$ cat src/design/alsd_pkg.sv
// Shared types, codes and color tables for the LED strip driver.
package alsd_pkg;

   localparam int PIXELS_DEFAULT         = 256;
   localparam int DEFAULT_PIXELS_DEFAULT = 4;
   // pixel_index is eight bits wide, so no more than this many entries are ever addressed
   localparam int STORE_LIMIT            = 256;
   localparam int QUEUE_DEPTH            = 2;
   localparam int BITS_PER_PIXEL         = 24;

   // request opcodes
   localparam logic [2:0] OP_SET_RGB  = 3'd0;
   localparam logic [2:0] OP_SET_CODE = 3'd1;
   localparam logic [2:0] OP_CLEAR    = 3'd2;
   localparam logic [2:0] OP_FLUSH    = 3'd3;
   localparam logic [2:0] OP_TICK     = 3'd4;

   // command kinds after decode
   localparam logic [2:0] KIND_SET   = 3'd0;
   localparam logic [2:0] KIND_CLEAR = 3'd1;
   localparam logic [2:0] KIND_FLUSH = 3'd2;
   localparam logic [2:0] KIND_TICK  = 3'd3;
   localparam logic [2:0] KIND_NOP   = 3'd4;

   // configuration register indexes
   localparam logic [2:0] REG_ZERO_HIGH = 3'd0;
   localparam logic [2:0] REG_ZERO_LOW  = 3'd1;
   localparam logic [2:0] REG_ONE_HIGH  = 3'd2;
   localparam logic [2:0] REG_ONE_LOW   = 3'd3;
   localparam logic [2:0] REG_LATCH     = 3'd4;

   typedef struct packed {
      logic [2:0]  kind;
      logic        wr_en;
      logic [7:0]  index;
      logic [23:0] word;   // green, red, blue
      logic [8:0]  count;
   } cmd_type;

   typedef struct packed {
      logic [7:0]  zero_high;
      logic [7:0]  zero_low;
      logic [7:0]  one_high;
      logic [7:0]  one_low;
      logic [15:0] latch;
   } cfg_type;

   function automatic logic [7:0] gamma3(input logic [2:0] code);
      logic [7:0] level;
      case (code)
         3'd0:    level = 8'd0;
         3'd1:    level = 8'd2;
         3'd2:    level = 8'd7;
         3'd3:    level = 8'd25;
         3'd4:    level = 8'd57;
         3'd5:    level = 8'd106;
         3'd6:    level = 8'd171;
         default: level = 8'd255;
      endcase
      return level;
   endfunction

   function automatic logic [7:0] gamma2(input logic [1:0] code);
      logic [7:0] level;
      case (code)
         2'd0:    level = 8'd0;
         2'd1:    level = 8'd2;
         2'd2:    level = 8'd57;
         default: level = 8'd255;
      endcase
      return level;
   endfunction

endpackage

$ cat src/design/alsd_front.sv
// Request decode: classify the opcode and build the pixel word.
module alsd_front #(
   parameter int PIXELS = alsd_pkg::PIXELS_DEFAULT
) (
   input  logic [2:0]        req_opcode,
   input  logic [7:0]        req_pixel_index,
   input  logic [7:0]        req_red,
   input  logic [7:0]        req_green,
   input  logic [7:0]        req_blue,
   input  logic [7:0]        req_color_code,
   input  logic [8:0]        req_frame_count,
   output alsd_pkg::cmd_type cmd
);

   always_comb begin
      cmd.index = req_pixel_index;
      cmd.count = req_frame_count;
      cmd.wr_en = 32'(req_pixel_index) < PIXELS;
      cmd.word  = {req_green, req_red, req_blue};
      case (req_opcode)
         alsd_pkg::OP_SET_RGB: begin
            cmd.kind = alsd_pkg::KIND_SET;
         end
         alsd_pkg::OP_SET_CODE: begin
            cmd.kind = alsd_pkg::KIND_SET;
            cmd.word = {alsd_pkg::gamma3(req_color_code[4:2]),
                        alsd_pkg::gamma3(req_color_code[7:5]),
                        alsd_pkg::gamma2(req_color_code[1:0])};
         end
         alsd_pkg::OP_CLEAR: cmd.kind = alsd_pkg::KIND_CLEAR;
         alsd_pkg::OP_FLUSH: cmd.kind = alsd_pkg::KIND_FLUSH;
         alsd_pkg::OP_TICK:  cmd.kind = alsd_pkg::KIND_TICK;
         default:            cmd.kind = alsd_pkg::KIND_NOP;
      endcase
   end

endmodule

$ cat config.mk
export PLATFORM = sky130hd
export DESIGN_NAME = alsd_front
export DESIGN_NICKNAME = d
export VERILOG_FILES = /design/src/design/alsd_pkg.sv /design/src/design/alsd_front.sv
export SDC_FILE = /design/constraint.sdc
export NUM_CORES = 1
export LEC_CHECK = 0
export BUFFER_PORTS_ARGS = -buffer_cell sky130_fd_sc_hd__buf_2
export CAP_MARGIN = 20
export CORE_ASPECT_RATIO = 0.75
export CORE_UTILIZATION = 33
export DETAILED_ROUTE_END_ITERATION = 8
export GPL_TIMING_DRIVEN = 0
export PLACE_DENSITY = 0.9
export SYNTH_ARGS = -nofsm -noshare
export SYNTH_HDL_FRONTEND = slang
export SYNTH_SLANG_ARGS = --single-unit
export TNS_END_PERCENT = 10
$ cat constraint.sdc
create_clock -name vclk -period 1.6
set_input_delay 0.08 -clock vclk [all_inputs]
set_output_delay 0.08 -clock vclk [all_outputs]
set_load 0.05 [all_outputs]
==> impl_metrics.csv <==
group,metric,value,unit
die,die-area,2090,sq um
critical_path,path_class,"in -> out",
logic_synthesis,yosys_warnings,0,
drt,wl_per_cell,8.39,microns
placed_design,portBuffers,73,
critical_path,cp_max_fo,10,
sta,final.setup.tns,0,ns
clock_tree,cts_hold_buf,0,
placed_design,placed_cell_area,1020,sq um
global_route,grt.overflow.total,0,
clock_tree,cts.repair.resized,0,
critical_path,start_kind,"input port",
final_layout,seq_area,0,sq um
logic_synthesis,synthDistinctLibCells,21,
power,peakVddDrop,0.000286,V
global_route,grt_usage,13.9,%
sta,min_period,1.35,ns
hold_path,hp-class,"in -> out",
global_route,grt_max_degree,11,
sta,setup_viol,0,
die,start_util,35.9,%
global_route,grt_pass1_wl,2280,microns
global_route,first_global_vias,576,
sta,finalHoldViolCount,0,
sta,maxSlewViolCount,0,
final_layout,nFlopsAndLatches,0,
drt,drc,0,
hold_path,min_from,"req_frame_count[1]",
drt,first_pass_iters,4,
die,ioPinCount,97,
drt,ant_nets,0,
power,power_density,510,nW/um^2
placed_design,hpwl,1540,microns
final_layout,area_growth,62.3,%
logic_synthesis,ys_seq_area_share,0,%
sta,timing.final.crit_share,84.5,%
final_layout,diodes,0,
run,cap_violations,0,
die,coreArea,1760,sq um
clock_tree,post_cts_buffers,0,
drt,vias,898,
logic_synthesis,synth_area_leaders,"nand2_1 26%, buf_4 21%, o21ai_2 8.3%",
die,die_h,39.9,microns
die,die_w,52.5,microns
logic_synthesis,synth.top_cell.area_share,25.6,%
logic_synthesis,yosys.area.top_type,"nand2_1",
final_layout,design_area,1020,sq um
logic_synthesis,synthCells,113,
sta,max_freq,740,MHz
status,status,"complete, no violations",
placed_design,gp_congestion,0.691,
logic_synthesis,syn_area,631,sq um
critical_path,cp-startpoint,"req_opcode[1]",
drt,drt_iter0_markers,13,
die,num_rows,13,
final_layout,layout_commonest_cell,"buf_2",
final_layout,nClkBuffers,0,
final_layout,drive_gt1_share,55.4,%
drt,drt-total-wl,1750,microns
final_layout,fin_nets,240,
global_route,antenna_found_initial,0,
critical_path,required,1.52,ns
logic_synthesis,synth_nets,165,
critical_path,cp-end-kind,"output port",
power,leakagePower,0.000646,uW
drt,via_per_inst,4.32,
final_layout,most-common-layout-cells,"74 x buf_2, 43 x nand2_1, 18 x buf_4, 7 x nand3_1",
logic_synthesis,syn_area_per_cell,5.58,sq um
sta,rsz0062_at_grt,"no",
critical_path,arrival,1.27,ns
[worst max-delay path: stages]
cell and delay, ns:
buf_2 0.13, or3b_1 0.39, buf_6 0.14, buf_8 0.14
o21ai_2 0.12, buf_2 0.27
[cell usage after synthesis]
cell type,number
o21ai_1,2
nor3b_1,3
nand2_2,1
xnor2_1,3
inv_1,2
buf_2,1
o21ai_0,3
buf_4,18
o21a_1,1
a21oi_1,6
clkbuf_1,6
nor2_1,1
or3b_1,1
o21ai_2,6
conb_1,1
buf_8,1
nand2_1,43
nand3b_1,3
nand2b_1,1
nand3_1,7
buf_6,3
[per-layer routing]
metal | vias up | GRT usage, % | wire length, microns
li1 | 489 | - | -
met1 | 372 | 17.8 | 724
met2 | 37 | 27.8 | 875
met3 | 0 | 0 | 147
met4 | 0 | 0 | 0
met5 | - | 0 | 0
[layout make-up]
cell class | instances | area (sq um)
Fill cell | 196 | 733
Multi-Input combinational cell | 82 | 412
Timing Repair Buffer | 73 | 365
Buffer | 29 | 211
Tap cell | 22 | 27.5
Inverter | 2 | 7.51
[final timing paths]
kind                   to  cells past startpoint
setup / recovery  cmd[21]                      6
hold / removal     cmd[1]                      2
[cell families after synthesis]
| family | synth area share, % |
|---|---|
| and+or+nand+nor | 42.3 |
| xor gates and xnor gates | 4.17 |
| buffers and inverters | 34.7 |
| AOI/OAI and AO/OA | 18.3 |
| other | 0.595 |
[metrics by stage]
stage | total power, uW | hold slack (ns) | instances | util (%) | setup WS, ns
after floorplan | 409 | 0.327 | 113 | - | 0.202
after global placement | 520 | 0.461 | 208 | 58.3 | 0.254
after detailed placement | 524 | 0.462 | 208 | 58.3 | 0.243
after CTS | 525 | 0.462 | 208 | 58.3 | 0.244
after global routing | 554 | 0.465 | 208 | 58.3 | 0.189
final | 522 | 0.461 | 208 | 58.3 | 0.249
[power by group]
group          internal (uW)  total (uW)  switching [uW]
Clock                      0           0               0
Sequential                 0           0               0
Combinational            150         522             372
Note: power is estimated with default switching activity, not from simulation.
