<file path="src/design/alsd_pkg.sv">
// Shared types, codes and color tables for the LED strip driver.
package alsd_pkg;

   localparam int PIXELS_DEFAULT         = 256;
   localparam int DEFAULT_PIXELS_DEFAULT = 4;
   // pixel_index is eight bits wide, so no more than this many entries are ever addressed
   localparam int STORE_LIMIT            = 256;
   localparam int QUEUE_DEPTH            = 2;
   localparam int BITS_PER_PIXEL         = 24;

   // request opcodes
   localparam logic [2:0] OP_SET_RGB  = 3'd0;
   localparam logic [2:0] OP_SET_CODE = 3'd1;
   localparam logic [2:0] OP_CLEAR    = 3'd2;
   localparam logic [2:0] OP_FLUSH    = 3'd3;
   localparam logic [2:0] OP_TICK     = 3'd4;

   // command kinds after decode
   localparam logic [2:0] KIND_SET   = 3'd0;
   localparam logic [2:0] KIND_CLEAR = 3'd1;
   localparam logic [2:0] KIND_FLUSH = 3'd2;
   localparam logic [2:0] KIND_TICK  = 3'd3;
   localparam logic [2:0] KIND_NOP   = 3'd4;

   // configuration register indexes
   localparam logic [2:0] REG_ZERO_HIGH = 3'd0;
   localparam logic [2:0] REG_ZERO_LOW  = 3'd1;
   localparam logic [2:0] REG_ONE_HIGH  = 3'd2;
   localparam logic [2:0] REG_ONE_LOW   = 3'd3;
   localparam logic [2:0] REG_LATCH     = 3'd4;

   typedef struct packed {
      logic [2:0]  kind;
      logic        wr_en;
      logic [7:0]  index;
      logic [23:0] word;   // green, red, blue
      logic [8:0]  count;
   } cmd_type;

   typedef struct packed {
      logic [7:0]  zero_high;
      logic [7:0]  zero_low;
      logic [7:0]  one_high;
      logic [7:0]  one_low;
      logic [15:0] latch;
   } cfg_type;

   function automatic logic [7:0] gamma3(input logic [2:0] code);
      logic [7:0] level;
      case (code)
         3'd0:    level = 8'd0;
         3'd1:    level = 8'd2;
         3'd2:    level = 8'd7;
         3'd3:    level = 8'd25;
         3'd4:    level = 8'd57;
         3'd5:    level = 8'd106;
         3'd6:    level = 8'd171;
         default: level = 8'd255;
      endcase
      return level;
   endfunction

   function automatic logic [7:0] gamma2(input logic [1:0] code);
      logic [7:0] level;
      case (code)
         2'd0:    level = 8'd0;
         2'd1:    level = 8'd2;
         2'd2:    level = 8'd57;
         default: level = 8'd255;
      endcase
      return level;
   endfunction

endpackage

</file>
<file path="src/design/alsd_queue.sv">
// Short command queue between the decode front and the line engine.
module alsd_queue (
   input  logic              clock,
   input  logic              reset,
   input  logic              push_valid,
   input  alsd_pkg::cmd_type push_cmd,
   output logic              full,
   output logic              pop_valid,
   output alsd_pkg::cmd_type pop_cmd,
   input  logic              pop
);

   localparam int PTR_W = $clog2(alsd_pkg::QUEUE_DEPTH);
   localparam int CNT_W = $clog2(alsd_pkg::QUEUE_DEPTH + 1);
   localparam logic [PTR_W-1:0] LAST_SLOT = PTR_W'(alsd_pkg::QUEUE_DEPTH - 1);

   alsd_pkg::cmd_type slot_ff [alsd_pkg::QUEUE_DEPTH];
   logic [PTR_W-1:0]  wr_ptr_ff, wr_ptr_in;
   logic [PTR_W-1:0]  rd_ptr_ff, rd_ptr_in;
   logic [CNT_W-1:0]  count_ff, count_in;
   logic              push;

   assign full      = count_ff == CNT_W'(alsd_pkg::QUEUE_DEPTH);
   assign pop_valid = count_ff != '0;
   assign pop_cmd   = slot_ff[rd_ptr_ff];
   assign push      = push_valid && !full;

   always_comb begin
      wr_ptr_in = wr_ptr_ff;
      rd_ptr_in = rd_ptr_ff;
      count_in  = count_ff;
      if (push) begin
         wr_ptr_in = (wr_ptr_ff == LAST_SLOT) ? '0 : wr_ptr_ff + PTR_W'(1);
      end
      if (pop) begin
         rd_ptr_in = (rd_ptr_ff == LAST_SLOT) ? '0 : rd_ptr_ff + PTR_W'(1);
      end
      if (push && !pop) begin
         count_in = count_ff + CNT_W'(1);
      end else if (pop && !push) begin
         count_in = count_ff - CNT_W'(1);
      end
   end

   always_ff @(posedge clock) begin
      if (reset) begin
         wr_ptr_ff <= '0;
         rd_ptr_ff <= '0;
         count_ff  <= '0;
      end else begin
         wr_ptr_ff <= wr_ptr_in;
         rd_ptr_ff <= rd_ptr_in;
         count_ff  <= count_in;
      end
   end

   always_ff @(posedge clock) begin
      if (push) begin
         slot_ff[wr_ptr_ff] <= push_cmd;
      end
   end

endmodule

</file>
<file path="config.mk">
export PLATFORM = sky130hd
export DESIGN_NAME = alsd_queue
export DESIGN_NICKNAME = d
export VERILOG_FILES = /design/src/design/alsd_pkg.sv /design/src/design/alsd_queue.sv
export SDC_FILE = /design/constraint.sdc
export NUM_CORES = 1
export LEC_CHECK = 0
export BUFFER_PORTS_ARGS = -buffer_cell sky130_fd_sc_hd__buf_2
export CORE_AREA = 2 2 111 113
export DETAILED_ROUTE_END_ITERATION = 16
export DIE_AREA = 0 0 113 115
export SLEW_MARGIN = 0
export SYNTH_ARGS = -nofsm -noshare
export SYNTH_HDL_FRONTEND = slang
export SYNTH_SLANG_ARGS = --single-unit
export TNS_END_PERCENT = 20
</file>
<file path="constraint.sdc">
create_clock -name clock -period 6 [get_ports clock]
set_input_delay 0.6 -clock clock [delete_from_list [all_inputs] [get_ports clock]]
set_output_delay 0.6 -clock clock [all_outputs]
set_load 0.02 [all_outputs]
</file>
==> impl_table.tex, run 1 <==
\begin{tabular}{lr}
\hline
Metric & Value \\
\hline
\multicolumn{2}{l}{\textbf{Status}} \\
\quad Result of the run & finished with violations \\
\quad Failing checks & design-rule violations \\
\multicolumn{2}{l}{\textbf{Global routing}} \\
\quad Wire length of the first global-routing pass & just over 9000 um \\
\quad Remaining Overflow, GRT & 0 \\
\quad Largest net degree at the start of global routing & 46 \\
\quad Number of antenna violations at the first check in global routing & 0 \\
\quad Via count of the first global-routing pass & between 1.5k and 2k \\
\quad Gr usage total & 0.0948 \\
\multicolumn{2}{l}{\textbf{Power}} \\
\quad Overall power after layout & roughly 1.7 mW \\
\quad Worst voltage drop across the vdd grid & between 0.15 and 0.2 mV \\
\quad Areal power density over the cells & between 300 and 400 nW/um\^{}2 \\
\quad Fraction of power spent switching nets & 0.236 \\
\quad Pint & between 1 and 1.5 mW \\
\quad Leakage Power & $\sim$1.6 nW \\
\quad Net switching power of the design & slightly above 0.4 mW \\
\quad Share of total power in sequential cells & 0.487 \\
\quad Share of power burned in combinational logic & 0.140 \\
\quad Clk pwr share & 0.373 \\
\multicolumn{2}{l}{\textbf{Critical path}} \\
\quad Ordered list of cells on the worst path & mux2\_2 -> buf\_2 \\
\quad Element type at the critical path start & flop \\
\quad Startpoint of the lowest-slack register-to-register path & count\_ff[1] \\
\quad Critical path arrival & approximately 2000 ps \\
\quad Worst reg-to-reg setup slack & around 4000 ps \\
\quad Endpoint of the most critical setup path & pop\_cmd[40] \\
\quad Reg2Reg Capture Point & slot\_ff[0][24] \\
\quad Sort of element at the end of the critical path & output port \\
\quad WP data required & 5400 ps \\
\quad Max stage delay cell, worst path & sky130\_fd\_sc\_hd\_\_dfxtp\_2 \\
\quad Critical path class & reg -> out \\
\quad Maximum fanout along the worst path & 45 \\
\quad CP max stage delay & roughly 1100 ps \\
\quad Reg2Reg Depth & 3 \\
\multicolumn{2}{l}{\textbf{Logic synthesis}} \\
\quad Syn\_nets & around 220 \\
\quad Yosys top cell by area & sky130\_fd\_sc\_hd\_\_edfxtp\_1 \\
\quad Syn Inst Count & around 170 \\
\quad Multiplexer share of the synthesized area & 0.146 \\
\quad Synth top area cells & sky130\_fd\_sc\_hd\_\_edfxtp\_1 78\%, sky130\_fd\_sc\_hd\_\_mux2\_2 15\%, sky130\_fd\_sc\_hd\_\_dfxtp\_1 2.9\%, sky130\_fd\_sc\_hd\_\_buf\_4 0.87\%, sky130\_fd\_sc\_hd\_\_xor2\_1 0.51\% \\
\quad Number of distinct library cells after synthesis & 16 \\
\quad Area share of xor/xnor cells in the synthesized design & 0.00759 \\
\quad Largest family of logic cells by synthesized area & multiplexers \\
\quad Syn. warnings & 0 \\
\quad Fraction of the mapped netlist area in compound gates & 0.00578 \\
\quad Simple-Gate Fraction of Synth Area & 0.0141 \\
\quad Number of register bits inferred by synthesis & between 90 and 100 \\
\quad Adder and majority cell fraction of the synthesized area & 0.00361 \\
\quad Top-area cell type share of the netlist area & 0.780 \\
\quad Average size of a mapped cell & between 20 and 25 um\^{}2 \\
\quad Share of the yosys chip area belonging to registers & 0.809 \\
\quad Post-synthesis instance area & 3460 um\^{}2 \\
\multicolumn{2}{l}{\textbf{STA}} \\
\quad Final setup violation count & 0 \\
\quad Achievable Freq & approximately 0.39 GHz \\
\quad Share of the clock period used by the worst path & 0.433 \\
\quad Minimum clock period after layout & $\sim$2600 ps \\
\quad Worst-case clock skew & around 5.7 ps \\
\quad Slew at the pin closest to its max-slew limit & 1140 ps \\
\quad Unrepaired setup endpoints after global routing & false \\
\quad Slew headroom & 0.241 \\
\quad Setup\_tns & 0 ps \\
\quad Fin. Hold Viols & 0 \\
\quad Number of slew-limit violations in the final report & 0 \\
\multicolumn{2}{l}{\textbf{Die}} \\
\quad Number of placement rows & 40 \\
\quad Die outline height & 115 um \\
\quad Floorplan die area & 13000 um\^{}2 \\
\quad Initial core utilization & 0.293 \\
\quad I/O pin count & between 90 and 100 \\
\quad DIE WIDTH & roughly 110 um \\
\quad Floorplan core area & between 10000 and 15000 um\^{}2 \\
\multicolumn{2}{l}{\textbf{Routing}} \\
\quad Average vias per placed instance & $\sim$4.3 \\
\quad Routed wire per std cell & about 14 um \\
\quad Routed WL & just over 6000 um \\
\quad Antenna violation net count after detailed routing & 0 \\
\quad Detailed-route via count & about 1.8k \\
\quad Residual DRC & 3 \\
\quad Violation count after the first detailed-routing iteration & just over 60 \\
\quad Number of search-and-repair iterations in the first detailed-routing pass & 10 \\
\multicolumn{2}{l}{\textbf{Clock tree}} \\
\quad Clock tree from TritonCTS & built \\
\quad Largest buffer count on any clock path & 2 \\
\quad Count of H-tree levels built during CTS & 3 \\
\quad Post-CTS setup repair buffer count & 0 \\
\quad Clock Pin Slew Worst Setup and Hold Paths & roughly 70 ps \\
\quad Clk\_lat worst skew & $\sim$330 ps \\
\quad TritonCTS Sinks & 95 \\
\quad Library cell used as clock root buffer & sky130\_fd\_sc\_hd\_\_clkbuf\_16 \\
\quad Clock buffers created by TritonCTS & 9 \\
\quad CTS Hold Bufs & 0 \\
\quad Quantity of gates resized following cts & 0 \\
\multicolumn{2}{l}{\textbf{Final layout}} \\
\quad Layout-stage area growth over the synthesis result & 27.9\% \\
\quad \# nets final & $\sim$320 \\
\quad Final Non-Filler Cells & 418 \\
\quad Final standard cell utilization of the core & 0.375 \\
\quad Fraction of final layout cells with drive strength greater than 1 & 0.587 \\
\quad Commonest non-fill, non-tap cells in the layout & 95 x sky130\_fd\_sc\_hd\_\_buf\_2, 90 x sky130\_fd\_sc\_hd\_\_edfxtp\_1, 45 x sky130\_fd\_sc\_hd\_\_mux2\_2 \\
\quad Commonest non-fill, non-tap cell in the layout & sky130\_fd\_sc\_hd\_\_buf\_2 \\
\quad Inserted Diodes & 0 \\
\multicolumn{2}{l}{\textbf{Placement}} \\
\quad Instance count after placement with tap cells included & roughly 400 \\
\quad Routability cong. & 0.651 \\
\quad Port Buffer Count & between 90 and 100 \\
\quad Post-detailed-placement half-perimeter wirelength & roughly 3700 um \\
\multicolumn{2}{l}{\textbf{Hold path}} \\
\quad Class of the tightest hold or removal check & in -> reg \\
\multicolumn{2}{l}{\textbf{Flow run}} \\
\quad Reported max-cap violation count & 0 \\
\hline
\end{tabular}
## cell usage after synthesis
cell	number
sky130_fd_sc_hd__edfxtp_1	90
sky130_fd_sc_hd__xnor2_1	1
sky130_fd_sc_hd__or2_2	1
sky130_fd_sc_hd__a21oi_1	2
sky130_fd_sc_hd__or3_1	2
sky130_fd_sc_hd__nor2b_2	1
sky130_fd_sc_hd__nor2_1	4
sky130_fd_sc_hd__o21ai_0	2
sky130_fd_sc_hd__mux2_2	45
sky130_fd_sc_hd__xor2_1	2
sky130_fd_sc_hd__inv_1	3
sky130_fd_sc_hd__dfxtp_1	5
sky130_fd_sc_hd__buf_4	4
sky130_fd_sc_hd__buf_2	1
sky130_fd_sc_hd__and2_1	1
sky130_fd_sc_hd__ha_1	1
## sequential cells by signal, indices dropped and copies added, names as in the netlist, named ones only
register / count
count_ff: 2
wr_ptr_ff: 1
slot_ff: 90
rd_ptr_ff: 1
## final cells by class
cell class | instances | area, um^2
Clock buffer | 10 | 229
Clock inverter | 6 | 109
Fill cell | 1130 | 7380
Inverter | 3 | 11.3
Multi-Input combinational cell | 62 | 616
Sequential cell | 95 | 2800
Tap cell | 147 | 184
Timing Repair Buffer | 95 | 475
## per-stage QoR
stage	setup slack [ps]	area [um^2]	hold WS [ps]
after floorplan	3710	3460	452
after global placement	3690	4090	471
after detailed placement	3680	4090	479
after CTS	3300	4430	438
after global routing	3220	4430	435
final	3400	4430	452
## power groups by stage
stage	Combinational, mW	Clock [mW]	Sequential [mW]
global placement	0.242	0	0.845
floorplan	0.172	0	0.830
finish	0.240	0.637	0.832
CTS	0.246	0.655	0.834
global route	0.258	0.685	0.840
detailed placement	0.244	0	0.848
## metal layers
metal / track usage / share of wire / vias up
li1: - / - / 839
met1: 0.105 / 0.40 / 888
met2: 0.159 / 0.52 / 47
met3: 0.0322 / 0.057 / 8
met4: 0.0561 / 0.021 / 0
met5: 0 / 0 / -
## cells by family (layout without fill, tap and decap cells)
logic type                 after synthesis  count (layout)
AOI/OAI and AO/OA                        4               4
DFF                                     95              95
xor gates and xnor gates                 3               3
muxes                                   45              45
adders and majority gates                1               1
and+or+nand+nor                          9               9
buffers and inverters                    8             114
## critical path, delay by kind of cell (launching register included)
| family | cells | cell delay [ps] |
|---|---|---|
| mux | 1 | 440 |
| buf+inv | 1 | 160 |
| flops | 1 | 1050 |
## worst min path at each step
stage	endpoint	slack, ps	cells past startpoint	from
2_1_floorplan	wr_ptr_ff	450	2	wr_ptr_ff
3_3_place_gp	wr_ptr_ff	470	2	wr_ptr_ff
3_5_place_dp	wr_ptr_ff	480	2	wr_ptr_ff
4_1_cts	slot_ff[0][20]	440	1	push_cmd[20]
5_1_grt	slot_ff[0][44]	430	1	push_cmd[44]
6_report	slot_ff[1][27]	450	1	push_cmd[27]
(Power assumes the default switching activity.)
==> run 2: changes to the inputs <==
clock period = 2.3 ns   (was 6 ns; I/O delays follow)
==> run 2 against run 1 <==
Effect of this change:
- the flow still finishes with violations (design-rule violations)
- combinational power rose to 2.8 times the previous value
- count of clock-buffer cells in the layout increased by 2
- power up 150%
- sequential cell count stayed put
- global-route usage shrank 0.062 points
- non-clock buffer count up 5
- first-iteration DRC count is 68% higher
- register-to-register slack got worse by 3300 ps
- critical endpoint is now pop_cmd[2]
- largest cell class unchanged
- highest routed layer unchanged
==> impl_table.tex, run 2 (synthesized netlist as in run 1, its figures left out) <==
\begin{tabular}{lr}
\hline
Metric & Value \\
\hline
\multicolumn{2}{l}{\textbf{Power}} \\
\quad Fraction of power spent switching nets & 0.240 (+0.00450) \\
\quad Share of power burned in combinational logic & 0.161 (+0.021) \\
\quad Share of total power in sequential cells & 0.507 (+0.020) \\
\quad Leakage Power & 1.65 nW (+0.39\%) \\
\quad Worst voltage drop across the vdd grid & 0.304 mV (+95\%) \\
\quad Clk pwr share & 0.332 (-0.041) \\
\quad Net switching power of the design & 1.01 mW (+150\%) \\
\quad Pint & 3.20 mW (+140\%) \\
\quad Areal power density over the cells & 952 nW/um\^{}2 (+150\%) \\
\multicolumn{2}{l}{\textbf{Status}} \\
\quad Result of the run & finished with violations \\
\quad Failing checks & design-rule violations \\
\multicolumn{2}{l}{\textbf{Global routing}} \\
\quad Number of antenna violations at the first check in global routing & 0 (unchanged) \\
\quad Remaining Overflow, GRT & 0 (unchanged) \\
\quad Via count of the first global-routing pass & 1890 (+2.8\%) \\
\quad Largest net degree at the start of global routing & 46 (unchanged) \\
\quad Gr usage total & 0.0942 (-0.000625) \\
\quad Wire length of the first global-routing pass & 9200 um (-0.30\%) \\
\multicolumn{2}{l}{\textbf{Routing}} \\
\quad Antenna violation net count after detailed routing & 0 (unchanged) \\
\quad Violation count after the first detailed-routing iteration & 104 (+68\%) \\
\quad Detailed-route via count & 1786 (+0.22\%) \\
\quad Residual DRC & 3 (unchanged) \\
\quad Average vias per placed instance & 4.22 (-0.96\%) \\
\quad Number of search-and-repair iterations in the first detailed-routing pass & 10 (unchanged) \\
\quad Routed wire per std cell & 14.1 um (-2.3\%) \\
\quad Routed WL & 5990 um (-1.2\%) \\
\multicolumn{2}{l}{\textbf{Die}} \\
\quad Initial core utilization & 0.293 (unchanged) \\
\quad Floorplan core area & 11800 um\^{}2 (unchanged) \\
\quad DIE WIDTH & 113 um (unchanged) \\
\quad Floorplan die area & 13000 um\^{}2 (unchanged) \\
\quad Die outline height & 115 um (unchanged) \\
\quad Number of placement rows & 40 (unchanged) \\
\quad I/O pin count & 96 (unchanged) \\
\multicolumn{2}{l}{\textbf{Final layout}} \\
\quad Fraction of final layout cells with drive strength greater than 1 & 0.587 (about the same) \\
\quad Area of the multi-input gates & 616 um\^{}2 (unchanged) \\
\quad Register cell area after layout & 2800 um\^{}2 (unchanged) \\
\quad Final instance area & 4420 um\^{}2 (-0.11\%) \\
\quad Count of fill cells added during filler insertion & 1127 (-0.27\%) \\
\quad Registers with the highest flip-flop counts & slot\_ff x90, count\_ff x2 \\
\quad Commonest non-fill, non-tap cell in the layout & sky130\_fd\_sc\_hd\_\_buf\_2 \\
\quad Flip-flop count of the largest register, all copies and words added & 90 (unchanged) \\
\quad Layout-stage area growth over the synthesis result & 27.7\% \\
\quad \# nets final & 321 (+1.6\%) \\
\quad Reg with most FFs & slot\_ff \\
\quad Commonest non-fill, non-tap cells in the layout & 95 x sky130\_fd\_sc\_hd\_\_buf\_2, 90 x sky130\_fd\_sc\_hd\_\_edfxtp\_1, 45 x sky130\_fd\_sc\_hd\_\_mux2\_2 \\
\quad Inserted Diodes & 0 (unchanged) \\
\quad Final Non-Filler Cells & 423 (+1.2\%) \\
\multicolumn{2}{l}{\textbf{Critical path}} \\
\quad Max stage delay cell, worst path & sky130\_fd\_sc\_hd\_\_mux2\_2 \\
\quad WP data required & 2070 ps (-3330 ps) \\
\quad Maximum fanout along the worst path & 27 (-40\%) \\
\quad Reg2Reg Capture Point & slot\_ff[0][2] \\
\quad Buffer and inverter count on the worst path & 2 (+1) \\
\quad Worst reg-to-reg setup slack & 690 ps (-3280 ps) \\
\quad Ordered list of cells on the worst path & buf\_4 -> mux2\_2 -> buf\_2 \\
\quad Reg2Reg Depth & 4 (+1) \\
\quad CP max stage delay & 390 ps (-660 ps) \\
\quad Startpoint of the lowest-slack register-to-register path & count\_ff[0] \\
\quad Critical path class & reg -> out \\
\quad Critical path arrival & 1550 ps (-450 ps) \\
\quad Sort of element at the end of the critical path & output port \\
\quad Element type at the critical path start & flop \\
\quad CP delay by family, top & buffers and inverters \\
\multicolumn{2}{l}{\textbf{STA}} \\
\quad Setup\_tns & 0 ps (unchanged) \\
\quad Achievable Freq & 0.562 GHz \\
\quad Unrepaired setup endpoints after global routing & false \\
\quad Number of slew-limit violations in the final report & 0 (unchanged) \\
\quad Share of the clock period used by the worst path & 0.773 \\
\quad Slew headroom & 0.753 (+0.511) \\
\quad Fin. Hold Viols & 0 (unchanged) \\
\quad Worst-case clock skew & 8.39 ps (+2.71 ps) \\
\quad Fin worst setup slack & 521 ps (-2880 ps) \\
\quad Slew at the pin closest to its max-slew limit & 371 ps (-767 ps) \\
\quad Final setup violation count & 0 (unchanged) \\
\quad Minimum clock period after layout & 1780 ps \\
\quad Hold\_ws & 88.8 ps (-363 ps) \\
\multicolumn{2}{l}{\textbf{Placement}} \\
\quad Post-detailed-placement half-perimeter wirelength & 3950 um (+5.9\%) \\
\quad Port Buffer Count & 95 (unchanged) \\
\quad Worst Setup Slack post-DPL & 687 ps (-2990 ps) \\
\quad Routability cong. & 0.651 (unchanged) \\
\quad Instance count after placement with tap cells included & 407 (+1.2\%) \\
\quad Area of placed instances & 4140 um\^{}2 (+1.2\%) \\
\multicolumn{2}{l}{\textbf{Hold path}} \\
\quad Endpoint, Worst Hold & slot\_ff[0][14] \\
\quad Class of the tightest hold or removal check & in -> reg \\
\quad Number of stages on the worst hold path & 1 (unchanged) \\
\quad Min-Delay Startpoint & push\_cmd[14] \\
\multicolumn{2}{l}{\textbf{Clock tree}} \\
\quad Clock buffers created by TritonCTS & 9 (unchanged) \\
\quad Quantity of gates resized following cts & 0 (unchanged) \\
\quad TritonCTS Sinks & 95 (unchanged) \\
\quad Library cell used as clock root buffer & sky130\_fd\_sc\_hd\_\_clkbuf\_16 \\
\quad Largest buffer count on any clock path & 2 (unchanged) \\
\quad Clk\_lat worst skew & 330 ps (about the same) \\
\quad Post-CTS setup repair buffer count & 0 (unchanged) \\
\quad Clock tree from TritonCTS & built \\
\quad CTS Hold Bufs & 0 (unchanged) \\
\quad Clock Pin Slew Worst Setup and Hold Paths & 60 ps (about the same) \\
\quad Count of H-tree levels built during CTS & 3 (unchanged) \\
\multicolumn{2}{l}{\textbf{Flow run}} \\
\quad Reported max-cap violation count & 0 (unchanged) \\
\hline
\end{tabular}
## run 2: power by group through the flow
stage / logic [mW] / clock network, mW / registers, mW
final: 0.677 / 1.40 / 2.14
after detailed placement: 0.692 / 0 / 2.17
after global routing: 0.734 / 1.53 / 2.15
after floorplan: 0.448 / 0 / 2.17
after global placement: 0.682 / 0 / 2.16
after CTS: 0.695 / 1.46 / 2.14
## run 2: area by class of cell
| cell class | instances | area share |
|---|---|---|
| clock buffers | 12 | 0.0535 |
| clock inverters | 4 | 0.0105 |
| inverters | 3 | 0.00255 |
| multi-input cells | 62 | 0.139 |
| flip-flops and latches | 95 | 0.634 |
| well taps | 147 | 0.0416 |
| repair buffers | 100 | 0.119 |
## run 2: how the worst max path moves through the flow
stage	slack [ps]	cells past startpoint	end	startpoint
finish	520	3	pop_cmd[2]	flop
global route	430	3	pop_cmd[2]	flop
CTS	480	3	pop_cmd[24]	flop
detailed placement	690	4	slot_ff[0][8]	count_ff[0]
global placement	740	4	slot_ff[0][2]	count_ff[1]
floorplan	170	3	slot_ff[1][0]	count_ff[1]
## run 2: per-stage QoR
stage	utilization	total power, mW
6_report	0.374	4.21
3_5_place_dp	0.351	2.87
3_3_place_gp	0.351	2.85
5_1_grt	0.374	4.42
4_1_cts	0.374	4.30
2_1_floorplan	-	2.61
## run 2: routing by layer
| layer | wire (um) | vias up | part of all wire | GRT usage |
|---|---|---|---|---|
| met5 | 0 | - | 0 | 0 |
| met4 | 157 | 0 | 0.026 | 0.0634 |
| met3 | 310 | 10 | 0.052 | 0.0248 |
| met2 | 3150 | 48 | 0.53 | 0.162 |
| met1 | 2360 | 880 | 0.39 | 0.102 |
| li1 | - | 848 | - | - |
